--- src/rtl/fae_pkg.sv ---
package fae_pkg;

  // default frame dimension limit
  localparam int unsigned MAX_DIMENSION_DEF = 2048;

  // configuration port
  localparam int unsigned CFG_IDX_W  = 3;
  localparam int unsigned CFG_DATA_W = 16;

  localparam logic [CFG_IDX_W-1:0] REG_TARGET_LEVEL = 3'd0;
  localparam logic [CFG_IDX_W-1:0] REG_STEP_LARGE   = 3'd1;
  localparam logic [CFG_IDX_W-1:0] REG_STEP_MEDIUM  = 3'd2;
  localparam logic [CFG_IDX_W-1:0] REG_STEP_SMALL   = 3'd3;
  localparam logic [CFG_IDX_W-1:0] REG_FRAME_WIDTH  = 3'd4;
  localparam logic [CFG_IDX_W-1:0] REG_FRAME_HEIGHT = 3'd5;

  // field widths
  localparam int unsigned PIX_W  = 8;
  localparam int unsigned STEP_W = 16;
  localparam int unsigned DIM_IN_W = 12;
  localparam int unsigned EXP_W  = 32;

  // reset values
  localparam logic [PIX_W-1:0]    TARGET_LEVEL_RST = 8'd61;
  localparam logic [STEP_W-1:0]   STEP_LARGE_RST   = 16'd1000;
  localparam logic [STEP_W-1:0]   STEP_MEDIUM_RST  = 16'd500;
  localparam logic [STEP_W-1:0]   STEP_SMALL_RST   = 16'd200;
  localparam logic [DIM_IN_W-1:0] FRAME_WIDTH_RST  = 12'd640;
  localparam logic [DIM_IN_W-1:0] FRAME_HEIGHT_RST = 12'd480;
  localparam logic [EXP_W-1:0]    EXPOSURE_RST     = 32'd11264;

  // distance thresholds for the step rule
  localparam logic [PIX_W-1:0] DIST_LARGE  = 8'd64;
  localparam logic [PIX_W-1:0] DIST_MEDIUM = 8'd32;

  typedef enum logic [2:0] {
    ST_IDLE,
    ST_CHECK,
    ST_DIV,
    ST_DIFF_A,
    ST_DIFF_B,
    ST_EXP
  } fae_state_e;

endpackage

--- src/rtl/fae_alu.sv ---
module fae_alu #(
  parameter int unsigned W = 32
) (
  input  logic [W-1:0] a_i,
  input  logic [W-1:0] b_i,
  input  logic         sub_i,
  output logic [W-1:0] res_o,
  output logic         carry_o
);

  logic [W-1:0] b_eff;

  // subtract as a + ~b + 1, carry set means no borrow
  assign b_eff = sub_i ? ~b_i : b_i;
  assign {carry_o, res_o} = {1'b0, a_i} + {1'b0, b_eff} + {{W{1'b0}}, sub_i};

endmodule

--- src/rtl/frame_auto_exposure_stepper.sv ---
// channel  | dir | handshake                   | payload
// ---------+-----+-----------------------------+--------------------------------
// pixel    | in  | in_valid_i / in_stall_o     | pixel_i[7:0]
// result   | out | out_valid_o / out_stall_i   | mean_level_o[7:0], exposure_o[31:0]
// config   | in  | cfg_we_i (no wait)          | cfg_idx_i[2:0], cfg_data_i[15:0]
//
// a pixel that does not close the frame passes the accept and size check steps
// a frame-closing pixel then goes on through eight restoring division steps,
//   one or two distance steps and the exposure step, all on the one shared
//   add/subtract unit
// the exposure step waits while the previous result beat is still stalled
// reset is asynchronous active low and restores the register defaults
module frame_auto_exposure_stepper #(
  parameter int unsigned MAX_DIMENSION = fae_pkg::MAX_DIMENSION_DEF
) (
  input  logic                                clk_i,
  input  logic                                rst_ni,
  // pixel beats
  input  logic                                in_valid_i,
  output logic                                in_stall_o,
  input  logic [fae_pkg::PIX_W-1:0]           pixel_i,
  // result beats
  output logic                                out_valid_o,
  input  logic                                out_stall_i,
  output logic [fae_pkg::PIX_W-1:0]           mean_level_o,
  output logic [fae_pkg::EXP_W-1:0]           exposure_o,
  // register writes
  input  logic                                cfg_we_i,
  input  logic [fae_pkg::CFG_IDX_W-1:0]       cfg_idx_i,
  input  logic [fae_pkg::CFG_DATA_W-1:0]      cfg_data_i
);

  import fae_pkg::*;

  // clamped dimension, pixel count, pixel sum and shared unit widths
  localparam int unsigned DIM_W = $clog2(MAX_DIMENSION + 1);
  localparam int unsigned CNT_W = $clog2(MAX_DIMENSION * MAX_DIMENSION + 1);
  localparam int unsigned SUM_W = CNT_W + PIX_W;
  localparam int unsigned ALU_W = (SUM_W > EXP_W) ? SUM_W : EXP_W;

  // dimension of zero counts as one, large values saturate
  function automatic logic [DIM_W-1:0] clamp_dim(input logic [DIM_IN_W-1:0] d);
    logic [DIM_W-1:0] r;
    if (d == '0) begin
      r = DIM_W'(1);
    end else if (32'(d) > MAX_DIMENSION) begin
      r = DIM_W'(MAX_DIMENSION);
    end else begin
      r = DIM_W'(d);
    end
    return r;
  endfunction

  // configuration registers
  logic [PIX_W-1:0]    target_q;
  logic [STEP_W-1:0]   step_large_q, step_medium_q, step_small_q;
  logic [DIM_IN_W-1:0] width_q, height_q;

  always_ff @(posedge clk_i or negedge rst_ni) begin
    if (!rst_ni) begin
      target_q      <= TARGET_LEVEL_RST;
      step_large_q  <= STEP_LARGE_RST;
      step_medium_q <= STEP_MEDIUM_RST;
      step_small_q  <= STEP_SMALL_RST;
      width_q       <= FRAME_WIDTH_RST;
      height_q      <= FRAME_HEIGHT_RST;
    end else if (cfg_we_i) begin
      unique case (cfg_idx_i)
        REG_TARGET_LEVEL: target_q      <= cfg_data_i[PIX_W-1:0];
        REG_STEP_LARGE:   step_large_q  <= cfg_data_i[STEP_W-1:0];
        REG_STEP_MEDIUM:  step_medium_q <= cfg_data_i[STEP_W-1:0];
        REG_STEP_SMALL:   step_small_q  <= cfg_data_i[STEP_W-1:0];
        REG_FRAME_WIDTH:  width_q       <= cfg_data_i[DIM_IN_W-1:0];
        REG_FRAME_HEIGHT: height_q      <= cfg_data_i[DIM_IN_W-1:0];
        default: ;  // unused indexes are dropped
      endcase
    end
  end

  // frame size, registered after the multiplier; settles in the cycle after a
  // register write, before any pixel accepted after it reaches the size check
  logic [CNT_W-1:0] frame_size_q;

  always_ff @(posedge clk_i) begin
    frame_size_q <= CNT_W'(clamp_dim(width_q) * clamp_dim(height_q));
  end

  // sequencer and datapath state
  fae_state_e        state_q, state_d;
  logic [SUM_W-1:0]  sum_q, sum_d;
  logic [CNT_W-1:0]  count_q, count_d;
  logic [ALU_W-1:0]  rem_q, rem_d;
  logic [2:0]        bit_q, bit_d;
  logic [PIX_W-1:0]  quot_q, quot_d;
  logic [PIX_W-1:0]  dist_q, dist_d;
  logic              down_q, down_d;
  logic [EXP_W-1:0]  exposure_q, exposure_d;
  logic              out_valid_q, out_valid_d;
  logic [PIX_W-1:0]  mean_out_q, mean_out_d;
  logic [EXP_W-1:0]  exp_out_q, exp_out_d;

  // shared add/subtract unit
  logic [ALU_W-1:0]  alu_a, alu_b, alu_res;
  logic              alu_sub, alu_carry;

  fae_alu #(
    .W (ALU_W)
  ) u_alu (
    .a_i     (alu_a),
    .b_i     (alu_b),
    .sub_i   (alu_sub),
    .res_o   (alu_res),
    .carry_o (alu_carry)
  );

  // step picked from the distance to the target
  logic [STEP_W-1:0] step_sel;

  always_comb begin
    if (dist_q >= DIST_LARGE) begin
      step_sel = step_large_q;
    end else if (dist_q >= DIST_MEDIUM) begin
      step_sel = step_medium_q;
    end else if (dist_q != '0) begin
      step_sel = step_small_q;
    end else begin
      step_sel = '0;
    end
  end

  logic in_accept;
  logic out_free;

  assign in_stall_o = (state_q != ST_IDLE);
  assign in_accept  = in_valid_i && !in_stall_o;
  // result register can take a new beat this cycle
  assign out_free   = !out_valid_q || !out_stall_i;

  always_comb begin
    state_d     = state_q;
    sum_d       = sum_q;
    count_d     = count_q;
    rem_d       = rem_q;
    bit_d       = bit_q;
    quot_d      = quot_q;
    dist_d      = dist_q;
    down_d      = down_q;
    exposure_d  = exposure_q;
    mean_out_d  = mean_out_q;
    exp_out_d   = exp_out_q;
    out_valid_d = out_valid_q && out_stall_i;

    alu_a   = '0;
    alu_b   = '0;
    alu_sub = 1'b1;

    unique case (state_q)
      ST_IDLE: begin
        if (in_accept) begin
          sum_d   = sum_q + SUM_W'(pixel_i);
          count_d = count_q + CNT_W'(1);
          state_d = ST_CHECK;
        end
      end
      ST_CHECK: begin
        if (count_q >= frame_size_q) begin
          // frame closed: start the division with the whole sum as remainder
          rem_d   = ALU_W'(sum_q);
          sum_d   = '0;
          bit_d   = 3'd7;
          quot_d  = '0;
          state_d = ST_DIV;
        end else begin
          state_d = ST_IDLE;
        end
      end
      ST_DIV: begin
        // restoring step: try to take count << bit from the remainder
        alu_a = rem_q;
        alu_b = ALU_W'(count_q) << bit_q;
        if (alu_carry) begin
          rem_d         = alu_res;
          quot_d[bit_q] = 1'b1;
        end
        if (bit_q == 3'd0) begin
          count_d = '0;
          state_d = ST_DIFF_A;
        end else begin
          bit_d = bit_q - 3'd1;
        end
      end
      ST_DIFF_A: begin
        // mean minus target; no borrow means exposure goes down
        alu_a = ALU_W'(quot_q);
        alu_b = ALU_W'(target_q);
        if (alu_carry) begin
          dist_d  = alu_res[PIX_W-1:0];
          down_d  = 1'b1;
          state_d = ST_EXP;
        end else begin
          state_d = ST_DIFF_B;
        end
      end
      ST_DIFF_B: begin
        alu_a   = ALU_W'(target_q);
        alu_b   = ALU_W'(quot_q);
        dist_d  = alu_res[PIX_W-1:0];
        down_d  = 1'b0;
        state_d = ST_EXP;
      end
      ST_EXP: begin
        alu_a   = ALU_W'(exposure_q);
        alu_b   = ALU_W'(step_sel);
        alu_sub = down_q;
        if (out_free) begin
          // wraps modulo 2^32
          exposure_d  = alu_res[EXP_W-1:0];
          mean_out_d  = quot_q;
          exp_out_d   = alu_res[EXP_W-1:0];
          out_valid_d = 1'b1;
          state_d     = ST_IDLE;
        end
      end
      default: state_d = ST_IDLE;
    endcase
  end

  always_ff @(posedge clk_i or negedge rst_ni) begin
    if (!rst_ni) begin
      state_q     <= ST_IDLE;
      sum_q       <= '0;
      count_q     <= '0;
      exposure_q  <= EXPOSURE_RST;
      out_valid_q <= 1'b0;
    end else begin
      state_q     <= state_d;
      sum_q       <= sum_d;
      count_q     <= count_d;
      exposure_q  <= exposure_d;
      out_valid_q <= out_valid_d;
    end
  end

  // datapath registers, no reset needed
  always_ff @(posedge clk_i) begin
    rem_q      <= rem_d;
    bit_q      <= bit_d;
    quot_q     <= quot_d;
    dist_q     <= dist_d;
    down_q     <= down_d;
    mean_out_q <= mean_out_d;
    exp_out_q  <= exp_out_d;
  end

  assign out_valid_o  = out_valid_q;
  assign mean_level_o = mean_out_q;
  assign exposure_o   = exp_out_q;

  // every accepted pixel goes through the size check
  assert property (@(posedge clk_i) disable iff (!rst_ni)
    in_accept |=> state_q == ST_CHECK)
    else $error("accepted pixel not followed by size check");

  // divisor is never zero during division
  assert property (@(posedge clk_i) disable iff (!rst_ni)
    state_q == ST_DIV |-> count_q != '0)
    else $error("division with zero pixel count");

  // remainder stays below divisor shifted one past the current bit
  assert property (@(posedge clk_i) disable iff (!rst_ni)
    state_q == ST_DIV |->
      ({1'b0, rem_q} < ((ALU_W + 1)'(count_q) << (4'(bit_q) + 4'd1))))
    else $error("division remainder out of range");

  // a new result beat only comes out of the exposure step
  assert property (@(posedge clk_i) disable iff (!rst_ni)
    (out_valid_q && !$past(out_valid_q)) |-> $past(state_q) == ST_EXP)
    else $error("result beat without exposure step");

endmodule

--- config.mk ---
export PLATFORM = sky130hd
export DESIGN_NAME = frame_auto_exposure_stepper
export DESIGN_NICKNAME = d
export VERILOG_FILES = /design/src/rtl/fae_pkg.sv /design/src/rtl/fae_alu.sv /design/src/rtl/frame_auto_exposure_stepper.sv
export SDC_FILE = /design/constraint.sdc
export NUM_CORES = 1
export LEC_CHECK = 0
export ABC_AREA = 1
export ABC_CLOCK_PERIOD_IN_PS = 16100
export BUFFER_PORTS_ARGS = -buffer_cell sky130_fd_sc_hd__buf_2
export CAP_MARGIN = 20
export CORE_UTILIZATION = 44
export DETAILED_ROUTE_END_ITERATION = 6
export PLACE_DENSITY = 0.57
export SETUP_SLACK_MARGIN = 0.2
export SLEW_MARGIN = 15
export SYNTH_ARGS = -nofsm -noshare
export SYNTH_HDL_FRONTEND = slang
export SYNTH_SLANG_ARGS = --single-unit
export TNS_END_PERCENT = 30
--- constraint.sdc ---
create_clock -name clk_i -period 16.1 [get_ports clk_i]
set_input_delay 1.61 -clock clk_i [delete_from_list [all_inputs] [get_ports clk_i]]
set_output_delay 1.61 -clock clk_i [all_outputs]
set_load 0.03 [all_outputs]
==> results of run 1 <==
metal layers:
metal  up-vias  GRT usage  part of all wire
met4         0    0.06268             0.021
met2       499     0.3955              0.43
met3        85    0.03626             0.058
li1       8375          -                 -
met5         -          0                 0
met1      8264     0.3995              0.49
how the worst max path moves through the flow:
| stage | from | endpoint | slack, ns | cells past startpoint |
|---|---|---|---|---|
| after floorplan | width_q[3]$_DFFE_PN0P_ | frame_size_q[19]$_DFF_P_ | 10.73 | 26 |
| after global placement | width_q[11]$_DFFE_PN0P_ | frame_size_q[22]$_DFF_P_ | 10.05 | 23 |
| after detailed placement | width_q[11]$_DFFE_PN0P_ | frame_size_q[22]$_DFF_P_ | 9.95 | 23 |
| after CTS | width_q[11]$_DFFE_PN0P_ | frame_size_q[22]$_DFF_P_ | 9.91 | 23 |
| after global routing | width_q[11]$_DFFE_PN0P_ | frame_size_q[22]$_DFF_P_ | 9.45 | 23 |
| final | width_q[11]$_DFFE_PN0P_ | frame_size_q[22]$_DFF_P_ | 9.95 | 23 |
state kept, by name, summed over array words and instances (netlist names), 16 cells and up:
register,count
exposure_o,32
exposure_q,32
rem_q,32
sum_q,31
count_q,23
frame_size_q,23
step_large_q,16
step_medium_q,16
step_small_q,16
metrics by stage:
step	power (mW)	util	worst slack [ns]	instances	hold WS, ns
5_1_grt	5.124	0.4946	9.453	3219	0.4752
3_3_place_gp	3.914	0.4695	10.05	3154	0.4500
2_1_floorplan	3.077	-	10.73	2539	0.4264
6_report	4.723	0.4946	9.950	3219	0.4556
4_1_cts	4.736	0.4939	9.909	3217	0.4532
3_5_place_dp	3.934	0.4695	9.945	3154	0.4385
kinds of logic (layout without fill, tap and decap cells):
logic type                 after synthesis  count (layout)  synth area share
and+or+nand+nor                       1000            1000            0.1988
AOI/OAI and AO/OA                      488             488            0.1360
buffers and inverters                  448             528           0.08256
DFF                                    285             285            0.3678
adders and majority gates              225             225            0.1749
xor gates and xnor gates                91              91           0.03902
muxes                                    2               2         0.0009800
placed cells by master, fill, tap and decap left out, types with 5 or more instances in the layout:
| cell | n |
|---|---|
| a211oi_1 | 9 |
| a21o_1 | 9 |
| a21oi_1 | 99 |
| a22o_1 | 9 |
| a31oi_1 | 10 |
| and2_1 | 6 |
| buf_2 | 72 |
| buf_4 | 11 |
| clkbuf_1 | 11 |
| clkbuf_16 | 37 |
| clkinv_1 | 14 |
| dfrtp_1 | 141 |
| dfstp_2 | 29 |
| dfxtp_1 | 23 |
| edfxtp_1 | 92 |
| fa_1 | 101 |
| ha_1 | 124 |
| inv_1 | 361 |
| inv_2 | 7 |
| nand2_1 | 607 |
| nand3_1 | 60 |
| nand3b_1 | 5 |
| nand4_1 | 12 |
| nor2_1 | 248 |
| nor3_1 | 33 |
| nor4_1 | 11 |
| o2111ai_1 | 6 |
| o21a_1 | 8 |
| o21ai_0 | 256 |
| o21ai_1 | 13 |
| o221ai_1 | 22 |
| o22ai_1 | 22 |
| xnor2_1 | 15 |
| xor2_1 | 76 |
report_power, final:
group          internal (mW)  switching [mW]
clock network          0.459           0.317
logic                  0.817            1.92
registers               1.10           0.105
total                   2.38            2.35
area by class of cell:
cell class	instances	area share
Multi-Input combinational cell	1806	0.4994
Sequential cell	285	0.3333
Inverter	379	0.06321
Clock buffer	53	0.04568
Tap cell	600	0.03330
Timing Repair Buffer	86	0.02148
Clock inverter	10	0.003608
synth_stat cells, drive strengths merged (9+ instances only):
library cell,n,area [um2]
o21ai,269,1346
edfxtp,92,2763
nor2,254,984.7
fa,101,2022
nor4,11,68.82
a21oi,101,516.8
dfxtp,23,460.4
nand2,609,2296
buf,9,36.29
a21o,9,67.56
o221ai,22,192.7
nand4,12,75.07
dfrtp,141,3528
xor2,76,665.6
nand3,64,340.3
o22ai,22,137.6
o21a,9,67.56
ha,124,1551
dfstp,29,762.0
a22o,9,78.83
clkinv,10,37.54
nor3,37,206.5
a31oi,10,62.56
inv,369,1388
xnor2,15,131.4
a211oi,9,67.56
clkbuf,60,225.2
==> results by group, run 1 <==
Critical path
  – Critical Path RT: roughly 17 ns
  – R2r worst-path depth: 23
  – Critical Path Slowest Stage Cell: fa_1
  – Top cell by count, worst path: fa_1
  – CP delay by family, top: adder cells
  – Worst EP arrival: around 6.6 ns
  – Crit Path Max Fanout: 10
  – CP bufs+invs: 6
  – Reg2reg setup slack: 9.95 ns
  – Crit-path max cell delay: slightly below 0.6 ns
  – Worst Path Class, Setup: flip-flop to flip-flop
  – Crit-path cells: clkinv_1 > nor2_1 > clkinv_1 > nand2_1 > inv_1 > nand2_1 > fa_1 > fa_1 > inv_1 > fa_1 > fa_1 > inv_1 > fa_1 > inv_1 > ha_1 > a21oi_1 > o21ai_0 > nand3_1 > nand2_1 > a21oi_1 > nor2_1 > nor2_1 > xor2_1
  – RR Endpoint: frame_size_q[22]$_DFF_P_
  – Worst R2R Start: width_q[11]$_DFFE_PN0P_
  – CP Launch Type: flip-flop
  – Critical Path Sink Type: flip-flop

Route
  – Antenna viol nets, final: 0
  – Vias/cell: approximately 5.4
  – Initial DRC count: 1,417
  – Post-route DRC: 0
  – First drt pass iteration count: 6
  – Routed wire length: 61,020 um
  – Routed via count: about 17,000
  – Routed wire per std cell: 18.96 um

Power
  – P per Cell Area: roughly 210 nW/um2
  – VDD IR max: around 0.13 mV
  – Leakage: 10.66 nW

Timing
  – Tcrit/Tclk final: 0.3820
  – Hold Vio Cnt, Final: 0
  – Final setup violation count: 0
  – Final Max Tran Viols: 0
  – Final min period: 6.150 ns
  – Clock Skews: 0.01346 ns
  – Slew Limit Headroom: 0.3453
  – Sum Neg Setup Slack: 0 ns
  – Worst-Margin Slew: slightly below 1 ns
  – RSZ-0062 raised after global routing: no
  – Max frequency: 162.6 MHz

Synthesis
  – Syn Inst Count: 2,539
  – Synth Register Bits: 285
  – Post-synthesis sequential area ratio: 0.3678
  – Post-synthesis cell type count: roughly 60
  – Synthesized area per cell: between 8 and 9 um2
  – Synth Cell Area: around 20,000 um2
  – Synth Net Count: ~2,800
  – YS warnings: 0
  – Most used DFF post-synth: dfrtp_1
  – Ys async rst share: 0.5965
  – Post-synth EDFFs: between 90 and 100

Clock tree
  – Cts hold-fix bufs: 0
  – Total number of H-tree levels: 2
  – Post-CTS Setup Bufs: 0
  – Root buffer cell: clkbuf_16
  – Clock slew at reported path FFs: ~0.06 ns
  – Clk Latency, worst-skew pair: around 0.54 ns
  – CTS Buffer Depth: 3
  – TritonCTS clock tree: built
  – Clk sink count: roughly 290
  – CTS Buf Count: 35
  – Post-cts resize count: 0

GRT
  – Initial antenna violation count: 0
  – GRT Util Overall: 0.2638
  – Total gr overflow: 0
  – Vias in the first global route: roughly 17,000
  – First-pass GRT wire length: about 96,000 um
  – Largest net degree at the start of global routing: 73

Min path
  – Hold path depth: 0
  – Hold Crit Class: flip-flop to flip-flop
  – Worst Hold End: mean_level_o[0]$_DFFE_PP_
  – Worst hold start: quot_q[0]$_SDFFCE_PP0P_

Job
  – MaxCap Viol Count: 0

Die
  – Initial Util: 0.4482
  – Site row count: 78
  – Die area: 47,290 um2
  – Core region area: roughly 46,000 um2
  – Die Span X: about 220 um
  – Total I/O pin count: 74
  – Die Ht: between 200 and 250 um

Placement
  – GP Congestion: around 0.93
  – Port Buffer Count: 73
  – HPWL after DPL: 47,690 um
  – Placed cell areas: around 21,000 um2

Cells and area
  – Area of the multi-input gates: 11,260 um2
  – Share of layout cells above drive strength 1: 0.07369
  – Sequential Area: approximately 7500 um2
  – Fill cell count: ~4,500
  – Post-layout instance area: approximately 23,000 um2
  – NumNets Final: approximately 2,900
  – Area growth from synthesis to layout: 10.36%
  – Antenna cells: 0

Run status
  – Status: completed
(Power assumes the default switching activity.)
==> run 2, diff against run 1 <==
--- a/config.mk
+++ b/config.mk
@@ -6,12 +6,12 @@
 export NUM_CORES = 1
 export LEC_CHECK = 0
 export ABC_AREA = 1
-export ABC_CLOCK_PERIOD_IN_PS = 16100
+export ABC_CLOCK_PERIOD_IN_PS = 4900
 export BUFFER_PORTS_ARGS = -buffer_cell sky130_fd_sc_hd__buf_2
 export CAP_MARGIN = 20
 export CORE_UTILIZATION = 44
 export DETAILED_ROUTE_END_ITERATION = 6
-export PLACE_DENSITY = 0.57
+export PLACE_DENSITY = 0.59
 export SETUP_SLACK_MARGIN = 0.2
 export SLEW_MARGIN = 15
 export SYNTH_ARGS = -nofsm -noshare
==> constraint.sdc (replaced) <==
create_clock -name clk_i -period 4.9 [get_ports clk_i]
set_input_delay 0.49 -clock clk_i [delete_from_list [all_inputs] [get_ports clk_i]]
set_output_delay 0.49 -clock clk_i [all_outputs]
set_load 0.03 [all_outputs]
==> run 2 against run 1 <==
The run now ends with setup timing left. Via count is 3.3% higher. Clock-buffer cell count fell by 3. Clock skew up 0.015 ns. Setup slack lost 10 ns. Sequential power rose to 3.3 times the previous value. Clock power rose to 3.3 times the previous value. Register-to-register slack lost 10 ns.
==> results by group, run 2 (same netlist as run 1, synthesis figures left out) <==
Run status
  – Status: finished, violations left
  – Violated checks: setup timing

Die
  – Die Ht: 217.5 um (unchanged)
  – Die Span X: 217.5 um (unchanged)
  – Die area: 47,290 um2 (unchanged)
  – Site row count: 78 (unchanged)
  – Core region area: 45,580 um2 (unchanged)
  – Total I/O pin count: 74 (unchanged)
  – Initial Util: 0.4482 (unchanged)

Timing
  – Hold Vio Cnt, Final: 0 (unchanged)
  – Slew Limit Headroom: 0.3462 (+0.0009800)
  – Final min period: 5.375 ns (-0.7752 ns)
  – Final Max Tran Viols: 0 (unchanged)
  – Worst hold slack: 0.2557 ns (-0.2000 ns)
  – Setup ws final: -0.4750 ns (-10.42 ns)
  – RSZ-0062 raised after global routing: yes
  – Worst-Margin Slew: 0.9783 ns (-0.001466 ns)
  – Clock Skews: 0.02886 ns (+0.01540 ns)
  – Max frequency: 186.0 MHz (+14%)
  – Final setup violation count: 13 (+13)
  – Tcrit/Tclk final: 1.097 (+0.7149)

Power
  – VDD IR max: 0.4828 mV (+260%)
  – Total power: 16.68 mW (+250%)
  – P per Cell Area: 678.4 nW/um2 (+220%)
  – Leakage: 11.61 nW (+8.9%)

Route
  – Routed via count: 17,790 (+3.3%)
  – Vias/cell: 5.246 (-2.0%)
  – First drt pass iteration count: 6 (unchanged)
  – Routed wire length: 61,260 um (+0.39%)
  – Routed wire per std cell: 18.06 um (-4.7%)
  – Antenna viol nets, final: 0 (unchanged)
  – Post-route DRC: 0 (unchanged)
  – Initial DRC count: 1,466 (+3.5%)

Placement
  – GP Congestion: 0.9148 (-1.5%)
  – Port Buffer Count: 73 (unchanged)
  – DP Worst Slack: -0.5237 ns (-10.47 ns)
  – HPWL after DPL: 47,970 um (+0.59%)

Critical path
  – R2r worst-path depth: 23 (unchanged)
  – Critical Path Sink Type: flip-flop
  – CP Launch Type: flip-flop
  – Critical Path RT: 5.31 ns (-11.24 ns)
  – Worst EP arrival: 5.78 ns (-0.82 ns)
  – Crit Path Max Fanout: 5 (-5)
  – Worst Path Class, Setup: flip-flop to flip-flop
  – RR Endpoint: frame_size_q[20]$_DFF_P_
  – Reg2reg setup slack: -0.47 ns (-10.42 ns)
  – Worst R2R Start: height_q[10]$_DFFE_PN0P_

Cells and area
  – NumNets Final: 3,023 (+6.1%)
  – Most frequent cells in the layout: nand2_1 (571), inv_1 (335), o21ai_0 (252), nor2_1 (234), buf_4 (174)
  – Area growth from synthesis to layout: 20.35%
  – Fin util: 0.5395 (+0.04480)
  – Antenna cells: 0 (unchanged)
  – Fill cell count: 4,281 (-5.0%)
  – Most common cell after layout, fill and taps aside: nand2_1
  – Share of layout cells above drive strength 1: 0.1799 (+0.1062)

GRT
  – GRT Util Overall: 0.2635 (-0.0003183)
  – Vias in the first global route: 17,580 (+5.5%)
  – First-pass GRT wire length: 97,250 um (+1.0%)
  – Total gr overflow: 0 (unchanged)
  – Largest net degree at the start of global routing: 106 (+45%)
  – Initial antenna violation count: 0 (unchanged)

Min path
  – Worst hold start: cfg_data_i[14]
  – Hold path depth: 3 (+3)
  – Worst Hold End: step_medium_q[14]$_DFFE_PN0P_
  – Hold Crit Class: primary input to flip-flop

Job
  – MaxCap Viol Count: 0 (unchanged)

Clock tree
  – Total number of H-tree levels: 2 (unchanged)
  – TritonCTS clock tree: built
  – Root buffer cell: clkbuf_16
  – CTS Buf Count: 34 (-2.9%)
  – Clock slew at reported path FFs: 0.06 ns (about the same)
  – Clk sink count: 285 (unchanged)
  – CTS Buffer Depth: 3 (unchanged)
  – Clk Latency, worst-skew pair: 0.55 ns (about the same)
-- run 2: cell types whose count changed in the layout (fill, tap and decap cells not counted), sizes merged --
| cell | before | now |
|---|---|---|
| buf | 86 | 256 |
| inv | 371 | 375 |
| clkbuf | 53 | 50 |
| clkinv | 16 | 14 |
| bufinv | 1 | 2 |
| dlygate4sd3 | 0 | 1 |
| nand2 | 609 | 610 |
-- run 2: worst max-delay path, stage by stage, from the launching register on --
cell and delay (ns):
dfrtp_1 0.40, nor4_2 0.32, nand3_2 0.17, nand2_4 0.14, buf_6 0.13, nand2_8 0.07
clkinv_8 0.07, nand2_2 0.06, fa_1 0.55, inv_2 0.05, fa_2 0.58, fa_1 0.43
fa_1 0.49, inv_1 0.05, fa_1 0.49, inv_2 0.05, ha_4 0.26, a21oi_2 0.15
o21ai_0 0.09, a21oi_1 0.20, nand2_2 0.09, buf_4 0.13, buf_4 0.12, xor2_1 0.13
-- run 2: what timing repair did --
item | CTS | global route
gates cloned | 2 | 1
resized for setup | 42 | 68
setup buffers | 11 | 15
setup endpoints to repair | 16 | 19
hold buffers | 1 | 0
pin swaps | 26 | 37
endpoints found under the hold margin | 14 | 0
-- run 2: layer usage --
metal | global-route usage | wire (um)
met1 | 0.3800 | 28820
met4 | 0.05329 | 896
met5 | 0 | 0
met2 | 0.4174 | 27840
met3 | 0.04198 | 3704
-- run 2: cell type report --
class	instances	area (um2)	share of cell area
repair inverters	2	13.76	0.0005598
flip-flops and latches	285	7513	0.3056
clock inverters	11	111.4	0.004529
repair buffers	257	1819	0.07399
clock buffers	50	1003	0.04081
well taps	600	750.7	0.03053
multi-input cells	1807	11880	0.4834
inverters	379	1490	0.06061
-- run 2: worst max-delay path by stage --
stage / from / slack [ns] / endpoint
floorplan: width_q[3]$_DFFE_PN0P_ / -0.16 / frame_size_q[19]$_DFF_P_
global placement: height_q[3]$_DFFE_PN0P_ / -0.43 / frame_size_q[22]$_DFF_P_
detailed placement: height_q[3]$_DFFE_PN0P_ / -0.52 / frame_size_q[19]$_DFF_P_
CTS: width_q[2]$_DFFE_PN0P_ / -0.39 / frame_size_q[19]$_DFF_P_
global route: height_q[10]$_DFFE_PN0P_ / -0.66 / frame_size_q[18]$_DFF_P_
finish: height_q[10]$_DFFE_PN0P_ / -0.47 / frame_size_q[20]$_DFF_P_
-- run 2: power by group --
part           leakage (nW)  switching, mW  total, mW  internal [mW]
Sequential             3.16          0.341       3.95           3.61
Combinational          7.90           6.75       10.2           3.43
Clock                 0.544           1.02       2.55           1.53
Total                  11.6           8.11       16.7           8.57
-- run 2: stage by stage --
| stage | area (um2) | setup TNS (ns) | cells |
|---|---|---|---|
| floorplan | 20750 | -0.6037 | 2539 |
| global placement | 22820 | -3.743 | 3298 |
| detailed placement | 22820 | -4.853 | 3298 |
| CTS | 24210 | -3.578 | 3373 |
| global route | 24590 | -7.268 | 3391 |
| finish | 24590 | -4.499 | 3391 |
